### config.mk
export PLATFORM = sky130hd
export DESIGN_NAME = scalar_kalman_angle_fusion_unit
export DESIGN_NICKNAME = d
export VERILOG_FILES = /design/src/hdl/skaf_pkg.sv /design/src/hdl/scalar_kalman_angle_fusion_unit.sv
export SDC_FILE = /design/constraint.sdc
export NUM_CORES = 2
export LEC_CHECK = 0
export BUFFER_PORTS_ARGS = -buffer_cell sky130_fd_sc_hd__buf_2
export CORE_MARGIN = 5
export CORE_UTILIZATION = 40
export CTS_CLUSTER_SIZE = 40
export DETAILED_ROUTE_END_ITERATION = 16
export GPL_TIMING_DRIVEN = 0
export PLACE_DENSITY = 0.57
export SETUP_SLACK_MARGIN = 0.1
export SLEW_MARGIN = 20
export SYNTH_ARGS = -nofsm -noshare
export SYNTH_HDL_FRONTEND = slang
export SYNTH_SLANG_ARGS = --single-unit
### constraint.sdc
create_clock -name clk -period 26.2 [get_ports clk]
set_input_delay 0 -clock clk [delete_from_list [all_inputs] [get_ports clk]]
set_output_delay 0 -clock clk [all_outputs]
set_load 0.01 [all_outputs]
### src/hdl/skaf_pkg.sv
// Shared constants, register indexes and sequencer states for the scalar Kalman angle fusion unit.
// Depends on nothing.
package skaf_pkg;

  localparam int DEF_NUM_CHANNELS = 5;
  localparam int FRAC_BITS = 16;
  localparam int GAIN_BITS = 16;
  localparam int ANGLE_W = 32;
  localparam int VAR_W = 32;
  localparam int CH_IN_W = 3;
  localparam int CFG_IDX_W = 1;

  localparam logic [VAR_W-1:0] VAR_RESET = VAR_W'(64'd1 << (FRAC_BITS - 1));
  localparam logic [VAR_W-1:0] PN_RESET = VAR_W'((64'd1 << FRAC_BITS) / 100);
  localparam logic [VAR_W-1:0] MN_RESET = VAR_W'(64'd1 << FRAC_BITS);

  localparam logic [CFG_IDX_W-1:0] REG_PROCESS_NOISE = CFG_IDX_W'(0);
  localparam logic [CFG_IDX_W-1:0] REG_MEASURE_NOISE = CFG_IDX_W'(1);

  typedef enum logic [7:0] {
    ST_IDLE  = 8'b0000_0001,
    ST_PRIOR = 8'b0000_0010,
    ST_DIV   = 8'b0000_0100,
    ST_SQRT  = 8'b0000_1000,
    ST_MUL1  = 8'b0001_0000,
    ST_MUL2  = 8'b0010_0000,
    ST_VAR   = 8'b0100_0000,
    ST_OUT   = 8'b1000_0000
  } state_t;

endpackage

### src/hdl/scalar_kalman_angle_fusion_unit.sv
// Scalar Kalman angle fusion unit: top level with per-channel variance registers,
// a bit-serial divider, a bit-serial square root and one shared multiplier. Depends on skaf_pkg.
// A valid channel runs prior, divide steps, square root steps, multiply passes MUL1 and MUL2,
// variance update and output load; a bad channel goes straight to output load.
// A new request is taken only after the previous result has been loaded into the output.
// Synchronous reset (rst_n low): process noise ~0.01, measure noise 1.0, all variances 0.5.
module scalar_kalman_angle_fusion_unit
  import skaf_pkg::*;
#(
  parameter int NUM_CHANNELS = DEF_NUM_CHANNELS
) (
  input  logic                      clk,
  input  logic                      rst_n,
  input  logic                      in_valid,
  output logic                      in_stall,
  input  logic [CH_IN_W-1:0]        in_channel,
  input  logic signed [ANGLE_W-1:0] in_predicted_angle,
  input  logic signed [ANGLE_W-1:0] in_measured_angle,
  output logic                      out_valid,
  input  logic                      out_stall,
  output logic signed [ANGLE_W-1:0] out_filtered_angle,
  output logic                      out_bad_channel,
  input  logic                      cfg_wr_en,
  input  logic [CFG_IDX_W-1:0]      cfg_index,
  input  logic [VAR_W-1:0]          cfg_wdata
);

  localparam int IDX_W = (NUM_CHANNELS > 1) ? $clog2(NUM_CHANNELS) : 1;
  localparam int CMP_W = 7;
  localparam int PROD_W = 52;
  localparam int ACC_W = 54;
  localparam logic [GAIN_BITS:0] GAIN_ONE = (GAIN_BITS+1)'(1) << GAIN_BITS;

  state_t state_r, state_nxt;

  logic [VAR_W-1:0] pn_r, mn_r;
  logic [VAR_W-1:0] var_r [NUM_CHANNELS];

  logic [IDX_W-1:0]          ch_r;
  logic signed [ANGLE_W-1:0] pred_r, meas_r;
  logic                      bad_r;

  logic [VAR_W-1:0]   p_r;
  logic [VAR_W:0]     den_r;
  logic [VAR_W+1:0]   rem_r;
  logic [VAR_W:0]     quo_r;
  logic [5:0]         cnt_r;
  logic [VAR_W:0]     v_r;
  logic [VAR_W+1:0]   res_r;
  logic [VAR_W:0]     bit_r;
  logic [GAIN_BITS:0] gain_r;
  logic signed [PROD_W-1:0]  prod_r;
  logic signed [ANGLE_W-1:0] angle_r;

  logic                      out_valid_r;
  logic signed [ANGLE_W-1:0] out_angle_r;
  logic                      out_bad_r;

  logic                      in_take;
  logic                      out_free;
  logic [VAR_W:0]            prior_sum;
  logic [VAR_W-1:0]          prior_sat;
  logic [VAR_W+1:0]          div_trial;
  logic                      div_ge;
  logic [VAR_W+1:0]          div_rem_nxt;
  logic [VAR_W:0]            quo_nxt;
  logic [VAR_W+1:0]          sq_sum;
  logic                      sq_ge;
  logic [VAR_W+1:0]          sq_res_nxt;
  logic signed [ANGLE_W:0]   diff;
  logic signed [VAR_W+1:0]   mul_a;
  logic signed [GAIN_BITS+1:0] mul_b;
  logic signed [PROD_W-1:0]  mul_p;
  logic signed [ACC_W-1:0]   acc;
  logic signed [ACC_W-1:0]   acc_sh;
  logic [PROD_W-1:0]         nv_sum;
  logic [PROD_W-1:0]         nv_sh;
  logic [VAR_W-1:0]          nv_sat;

  assign in_stall = (state_r != ST_IDLE);
  assign in_take = in_valid && !in_stall;
  assign out_free = !out_valid_r || !out_stall;

  assign out_valid = out_valid_r;
  assign out_filtered_angle = out_angle_r;
  assign out_bad_channel = out_bad_r;

  assign prior_sum = {1'b0, var_r[ch_r]} + {1'b0, pn_r};
  assign prior_sat = prior_sum[VAR_W] ? '1 : prior_sum[VAR_W-1:0];

  assign div_trial = (cnt_r == '0) ? {2'b00, p_r} : {rem_r[VAR_W:0], 1'b0};
  assign div_ge = div_trial >= {1'b0, den_r};
  assign div_rem_nxt = div_ge ? (div_trial - {1'b0, den_r}) : div_trial;
  assign quo_nxt = {quo_r[VAR_W-1:0], div_ge};

  assign sq_sum = res_r + {1'b0, bit_r};
  assign sq_ge = {1'b0, v_r} >= sq_sum;
  assign sq_res_nxt = sq_ge ? ((res_r >> 1) + {1'b0, bit_r}) : (res_r >> 1);

  assign diff = {meas_r[ANGLE_W-1], meas_r} - {pred_r[ANGLE_W-1], pred_r};

  always_comb begin
    if (state_r == ST_MUL1) begin
      mul_a = {diff[ANGLE_W], diff};
      mul_b = {1'b0, gain_r};
    end else begin
      mul_a = {2'b00, p_r};
      mul_b = {1'b0, GAIN_ONE - gain_r};
    end
  end

  assign mul_p = mul_a * mul_b;

  assign acc = ({{(ACC_W-ANGLE_W){pred_r[ANGLE_W-1]}}, pred_r} <<< GAIN_BITS)
             + {{(ACC_W-PROD_W){prod_r[PROD_W-1]}}, prod_r}
             + ACC_W'(1 << (GAIN_BITS - 1));
  assign acc_sh = acc >>> GAIN_BITS;

  assign nv_sum = prod_r + PROD_W'(1 << (GAIN_BITS - 1));
  assign nv_sh = nv_sum >> GAIN_BITS;
  assign nv_sat = (nv_sh[PROD_W-1:VAR_W] != '0) ? '1 : nv_sh[VAR_W-1:0];

  always_comb begin
    state_nxt = state_r;
    unique case (state_r)
      ST_IDLE: begin
        if (in_take) begin
          if ({{(CMP_W-CH_IN_W){1'b0}}, in_channel} >= CMP_W'(NUM_CHANNELS)) begin
            state_nxt = ST_OUT;
          end else begin
            state_nxt = ST_PRIOR;
          end
        end
      end
      ST_PRIOR: state_nxt = ST_DIV;
      ST_DIV: begin
        if (cnt_r == 6'(VAR_W)) begin
          state_nxt = ST_SQRT;
        end
      end
      ST_SQRT: begin
        if (bit_r == (VAR_W+1)'(1)) begin
          state_nxt = ST_MUL1;
        end
      end
      ST_MUL1: state_nxt = ST_MUL2;
      ST_MUL2: state_nxt = ST_VAR;
      ST_VAR:  state_nxt = ST_OUT;
      ST_OUT: begin
        if (out_free) begin
          state_nxt = ST_IDLE;
        end
      end
      default: state_nxt = ST_IDLE;
    endcase
  end

  always_ff @(posedge clk) begin
    if (!rst_n) begin
      state_r <= ST_IDLE;
      out_valid_r <= 1'b0;
      pn_r <= PN_RESET;
      mn_r <= MN_RESET;
      for (int i = 0; i < NUM_CHANNELS; i++) begin
        var_r[i] <= VAR_RESET;
      end
    end else begin
      state_r <= state_nxt;

      if (cfg_wr_en) begin
        unique case (cfg_index)
          REG_PROCESS_NOISE: pn_r <= cfg_wdata;
          REG_MEASURE_NOISE: mn_r <= cfg_wdata;
          default: ;
        endcase
      end

      if (state_r == ST_OUT && out_free) begin
        out_valid_r <= 1'b1;
      end else if (out_valid_r && !out_stall) begin
        out_valid_r <= 1'b0;
      end

      if (state_r == ST_VAR) begin
        var_r[ch_r] <= nv_sat;
      end
    end
  end

  always_ff @(posedge clk) begin
    case (state_r)
      ST_IDLE: begin
        if (in_take) begin
          ch_r <= IDX_W'(in_channel);
          pred_r <= in_predicted_angle;
          meas_r <= in_measured_angle;
          angle_r <= in_predicted_angle;
          bad_r <= ({{(CMP_W-CH_IN_W){1'b0}}, in_channel} >= CMP_W'(NUM_CHANNELS));
        end
      end
      ST_PRIOR: begin
        p_r <= prior_sat;
        den_r <= {1'b0, prior_sat} + {1'b0, mn_r};
        cnt_r <= '0;
        quo_r <= '0;
        rem_r <= '0;
      end
      ST_DIV: begin
        rem_r <= div_rem_nxt;
        quo_r <= quo_nxt;
        cnt_r <= cnt_r + 6'd1;
        if (cnt_r == 6'(VAR_W)) begin
          v_r <= (den_r == '0) ? '0 : quo_nxt;
          res_r <= '0;
          bit_r <= (VAR_W+1)'(1) << VAR_W;
        end
      end
      ST_SQRT: begin
        if (sq_ge) begin
          v_r <= v_r - sq_sum[VAR_W:0];
        end
        res_r <= sq_res_nxt;
        bit_r <= bit_r >> 2;
        if (bit_r == (VAR_W+1)'(1)) begin
          gain_r <= (sq_res_nxt >= (VAR_W+2)'(GAIN_ONE)) ? GAIN_ONE : sq_res_nxt[GAIN_BITS:0];
        end
      end
      ST_MUL1: begin
        prod_r <= mul_p;
      end
      ST_MUL2: begin
        if (acc_sh > ACC_W'(signed'(32'sh7FFF_FFFF))) begin
          angle_r <= 32'sh7FFF_FFFF;
        end else if (acc_sh < -(ACC_W'(64'sh8000_0000))) begin
          angle_r <= 32'sh8000_0000;
        end else begin
          angle_r <= acc_sh[ANGLE_W-1:0];
        end
        prod_r <= mul_p;
      end
      ST_OUT: begin
        if (out_free) begin
          out_angle_r <= angle_r;
          out_bad_r <= bad_r;
        end
      end
      default: ;
    endcase
  end

endmodule

* After elaboration in Yosys (flattened, before gate mapping)
Memory sizes are Yosys's and may differ from the RTL's. A register that Yosys moved wholly into a read port is not among the register bits.
Index checks and enable logic that the tools add are counted.
** Storage, ports and cells
- Register bits after elaboration :: 511
- Latch bits :: 0
- Bits in writable memories :: 160
- Bits in read-only memories :: 0
- Input port bits :: 105
- Output and inout port bits :: 35
- Word-level logic and storage cells :: 121
- Memories :: 1
** Operators by class
- Add/sub/neg operators :: 12
- Multiply operators :: 1
- Divide/modulo/power cells :: 0
- Order comparisons :: 6
- Equality and inequality tests :: 16
- Shifts and indexed selects :: 0
- Multiplexer cells :: 38
- Bitwise logic cells :: 1
- Reduce and logical (&&, ||, !) cells :: 25
** Memories
- var_r :: words 5, bits a word 32, rd ports 1, clocked after memory_dff 1, wr ports 5, line scalar_kalman_angle_fusion_unit.sv:37 : logic [VAR_W-1:0] var_r [NUM_CHANNELS];
** Operators by type and width (count)
- $pmux W33 S2 :: 3
- $mux W32 :: 6
- $mux W33 :: 5
- $mux W34 :: 4
- $pmux W32 S2 :: 2
- $pmux W34 S2 :: 1
- $add A32 B32 Y33 :: 2
- $sub A33 B33 Y33 :: 2
- $pmux W8 S8 :: 1
- $add A53 B17 Y54 const B :: 1
- $add A48 B52 Y53 :: 1
- $add A52 B17 Y52 const B :: 1
- $mul A34 B18 Y52 :: 1
- $mux W8 :: 5
- $gt A38 B32 Y1 const B :: 1
- $lt A38 B32 Y1 const B :: 1
- $add A33 B33 Y34 :: 1
- $add A34 B33 Y34 :: 1
- $ge A33 B34 Y1 :: 1
- $ge A34 B17 Y1 const B :: 1
- $ge A34 B33 Y1 :: 1
- $eq A33 B1 Y1 const B :: 1
- $logic_not A33 Y1 :: 1
- $sub A32 B32 Y33 :: 1
- other kinds (30) :: 54

* Logic depth before layout (Yosys ltp)
- Depth after elaboration :: 6
- Depth in mapped cells :: 38
- Depth with buffers taken out :: 37

* Worst setup path before layout
OpenSTA, ideal clock, no wires.
- Path type :: register to register
- From :: register pred_r[1]
- To :: register prod_r[50] (data pin)
- Setup time :: 0.258 ns
- Arrival time :: 8.725 ns
- Data required time :: 25.942 ns
- Path slack :: 17.217 ns
- Cell stages (with the launch flop) :: 35
- Buffers on the path :: 1
- Period minus slack after synthesis :: 8.983 ns
- Path through :: edfxtp_1 -> inv_1 -> ha_1 -> nor2b_1 -> o21ai_0 -> a21boi_0 -> o2111a_1 -> or3_1 -> a21oi_1 -> o21bai_1 -> a21oi_1 -> xnor2_1 -> mux2_2 -> clkbuf_1 -> nand2_1 -> fa_1 -> inv_1 -> fa_1 -> fa_1 -> fa_1 -> fa_1 -> inv_1 -> fa_1 -> inv_1 -> ha_1 -> and4_1 -> and4_1 -> o211ai_1 -> a2111o_1 -> a2111o_1 -> nand2_1 -> a41oi_1 -> o311ai_1 -> a21oi_1 -> xnor2_1
** On the way
- Cells in the longest elaborated chain, start to end :: 3
** RTL lines
- from (decl) :: line scalar_kalman_angle_fusion_unit.sv:40 : logic signed [ANGLE_W-1:0] pred_r, meas_r;
- from (signal assigned) :: line scalar_kalman_angle_fusion_unit.sv:195 : pred_r <= in_predicted_angle;
- $sub A32 B32 Y33 :: line scalar_kalman_angle_fusion_unit.sv:100 : assign diff = {meas_r[ANGLE_W-1], meas_r} - {pred_r[ANGLE_W-1], pred_r};
- $mux W34 :: line scalar_kalman_angle_fusion_unit.sv:103 : if (state_r == ST_MUL1) begin
- $mul A34 B18 Y52 :: line scalar_kalman_angle_fusion_unit.sv:112 : assign mul_p = mul_a * mul_b;
- net mul_p[50] :: line scalar_kalman_angle_fusion_unit.sv:73 : logic signed [PROD_W-1:0] mul_p;
- to (signal assigned) :: line scalar_kalman_angle_fusion_unit.sv:229 : prod_r <= mul_p;
- to (signal assigned) :: line scalar_kalman_angle_fusion_unit.sv:239 : prod_r <= mul_p;
- to (decl) :: line scalar_kalman_angle_fusion_unit.sv:52 : logic signed [PROD_W-1:0] prod_r;
The timed path passes the listed nets, and every way through them passes these cells.
A chain may end at the register's enable or synchronous reset.

* Worst setup path after layout
- From :: register state_r[7]
- To :: register prod_r[51] (data pin)
** On the way
- Cells in the longest elaborated chain, start to end :: 3
- Elaborated cells on any way between the ends :: 4
- Classes of those cells :: 1 x mul; 1 x eq/ne; 2 x mux
** RTL lines
- from (decl) :: line scalar_kalman_angle_fusion_unit.sv:34 : state_t state_r, state_nxt;
- from (signal assigned) :: line scalar_kalman_angle_fusion_unit.sv:168 : state_r <= state_nxt;
- $eq A8 B5 Y1 (*) :: line scalar_kalman_angle_fusion_unit.sv:103
- $mux W34 or $mux W17 (tied branches) :: line scalar_kalman_angle_fusion_unit.sv:103
- $mul A34 B18 Y52 (*) :: line scalar_kalman_angle_fusion_unit.sv:112
- net mul_p[51] :: line scalar_kalman_angle_fusion_unit.sv:73
Mark *: on every way through the listed nets, which the timed path passes. The rest lies on a longest branch.

==> run metrics <==
Post-Syn Area per Cell 10.00 sq um; Worst Min Path Start in_measured_angle[11]; Max Freq 83.90 MHz; Slew @ Worst Pin 1.221 ns; initial antenna violation count 13; reg2reg end prod_r[51]; status finished, final reports clean; sequential cell area fraction in the yosys report 35.22%; DR WL/cell 22.40 microns; CP Data Arrival Time 12.31 ns; die height 400 microns; Root Driver clkbuf_16; largest net degree at the start of global routing 52; Yosys top cell by area edfxtp_1; Reg2Reg Depth 30; Num Clock Sinks 739; post-synthesis cell type count 88; Filler cells 14620; clock latency on the worst-skew pair 0.72 ns; Area contributors post-synth edfxtp_1 (33%), fa_1 (18%), ha_1 (7.3%); Initial DRC Count 4059; Synth Flop Type edfxtp_1; Cell Pwr Density 69.49 nW/um^2; setup bufs post-CTS 0; Pre-antenna DRT Iters 7; number of global-route vias before repair 46560; # DRC 0; min cycle time layout 11.92 ns; max cap viols 0; Hold Vio Cnt, Final 0; Clock transition at path regs 0.06 ns; RSZ-0062 raised after global routing no; Post-Route WL 191400 microns; Cell Rows 143; Die X 400 microns; Crit. End Element register; Clock Path Buffers 3; Setup-failing EPs final 0; boundary pin count 140; commonest non-fill, non-tap cell in the layout inv_1; Placer Congestion 0.9610; Critical R2R Launch state_r[7]; Area Growth Syn to Fin 12.85%; Hold/Removal Path Class in2reg; Setup crit start state_r[7]; most frequent cells in the layout inv_1 (835), nand2_1 (774), edfxtp_1 (663), nor2_1 (623), fa_1 (544); IO buf count 138; skew final 0.08432 ns; first-pass GRT wire length 286300 microns; total die area 160000 sq um; via count 46050; critical path launch point type register; CTS-repair resized insts 0; CTS tree yes; initial core utilization 40.15%; CP max stage delay 0.70 ns; Hold Path Sink meas_r[11]; Max rail drop VDD 55.59 uV; via/cell ratio 5.389; post-synth top area share 32.72%; max-slew violations 0; Cells after Synth 6083; share of the clock period used by the worst path 45.49%; Yosys warnings 0; Critical Setup Path Class reg2reg; Async SR Flop Fraction 0%; post-synthesis instance area 60840 sq um; register bit total from synthesis 739; core area 151500 sq um; setup tns final 0 ns; final hold slack 0.03201 ns; Rel. slew slack 18.04%; share of cells above drive strength 1 7.908%; Routed Antenna Nets 0; total gr overflow 0; CP required 26.59 ns; worst-path maximum fanout 10; nets@finish 7450; slowest stage cell, crit path clkbuf_1; WHS Path Cells 2; R2R setup slack 14.28 ns; number of flops mapped to enable cells by yosys 663; cts hold-fix bufs 116; most used cell along the critical path fa_1; Mapped Nets 7088; Overall Global Routing Usage 23.81%; DP Wirelength 152600 microns; H-tree depth 3; Lkg Pwr 29.11 nW; Num CTS Buffers 85
==> flip-flops by register name (all words and copies together) (netlist names), named ones only <==
name and count:
gain_r 17, meas_r 32, quo_r 32, bit_r 17
prod_r 37, var_r 256, rem_r 33, ch_r 3
bad_r 1, pn_r 32, angle_r 32, out_valid 1
mn_r 32, state_r 8, den_r 33, out_bad_channel 1
pred_r 32, p_r 32, out_filtered_angle 32, v_r 33
cnt_r 6, res_r 34
==> logic make-up (layout without fill, tap and decap cells) <==
logic type	after synthesis	after routing	share of synthesized area, %
buf+inv	1068	1497	6.634
fa+ha+maj	900	900	25.22
flops	739	739	35.22
other cells	0	3	0
compound gates	922	922	9.627
mux	187	187	4.533
simple gates	1964	1964	14.40
xor+xnor	303	303	4.362
==> critical path: cells and delay by family (launching register included) <==
kind | cells | cell delay, ns
compound gates | 8 | 3.26
xor+xnor | 1 | 0.42
buf+inv | 7 | 2.65
simple gates | 7 | 1.55
fa+ha+maj | 7 | 3.41
flops | 1 | 0.34
==> stage by stage <==
stage | utilization, % | setup WS, ns | std cells | cell area (sq um) | total power, mW
2_1_floorplan | - | 17.22 | 6083 | 60840 | 2.919
3_3_place_gp | 42.28 | 14.26 | 8251 | 64070 | 3.537
3_5_place_dp | 42.64 | 14.20 | 8272 | 64630 | 3.561
4_1_cts | 45.28 | 14.18 | 8542 | 68630 | 4.803
5_1_grt | 45.30 | 13.66 | 8542 | 68650 | 5.053
6_report | 45.30 | 14.28 | 8545 | 68660 | 4.771
==> how the worst max path moves through the flow <==
| stage | to | cells after the start |
|---|---|---|
| after floorplan | prod_r[50] | 34 |
| after global placement | prod_r[50] | 30 |
| after detailed placement | prod_r[51] | 30 |
| after CTS | prod_r[51] | 30 |
| after global routing | prod_r[51] | 30 |
| final | prod_r[51] | 30 |
==> per-layer routing <==
layer	vias to the layer above	part of all wire (%)	wire length (microns)	GRT usage, %
met1	23030	42	81200	32.23
met4	0	4.3	8285	9.179
li1	21170	-	-	-
met2	1511	46	88150	38.33
met3	337	7.2	13780	4.130
met5	-	0	0	0
==> report_power, final <==
part	switching (mW)	total, mW	internal, mW
sequential	0.0719	1.53	1.46
clock	0.525	1.21	0.688
combinational	1.23	2.02	0.794
total	1.83	4.77	2.94
==> area by class of cell <==
| cell class | count | area, sq um | area share, % |
|---|---|---|---|
| well taps | 2030 | 2540 | 3.699 |
| multi-input cells | 4276 | 35550 | 51.79 |
| plain buffers | 231 | 894.6 | 1.303 |
| clock buffers | 106 | 2247 | 3.273 |
| repair buffers | 275 | 2247 | 3.273 |
| inverters | 837 | 3144 | 4.580 |
| diodes | 3 | 7.507 | 0.01093 |
| flip-flops and latches | 739 | 21430 | 31.21 |
| clock inverters | 48 | 591.8 | 0.8620 |
==> cell usage after synthesis (45+ instances only) <==
master    number
inv_1        836
nand2_1      783
edfxtp_1     663
nor2_1       628
fa_1         544
ha_1         356
a21oi_1      282
clkbuf_1     206
o21ai_0      185
xnor2_1      178
xor2_1       125
a21o_1       101
and2_1       101
dfxtp_1       76
nor3_1        69
mux2_2        68
nand3_1       68
mux4_2        64
mux2i_1       55
o21bai_1      45
No activity file was read; power rests on OpenSTA's default activity.
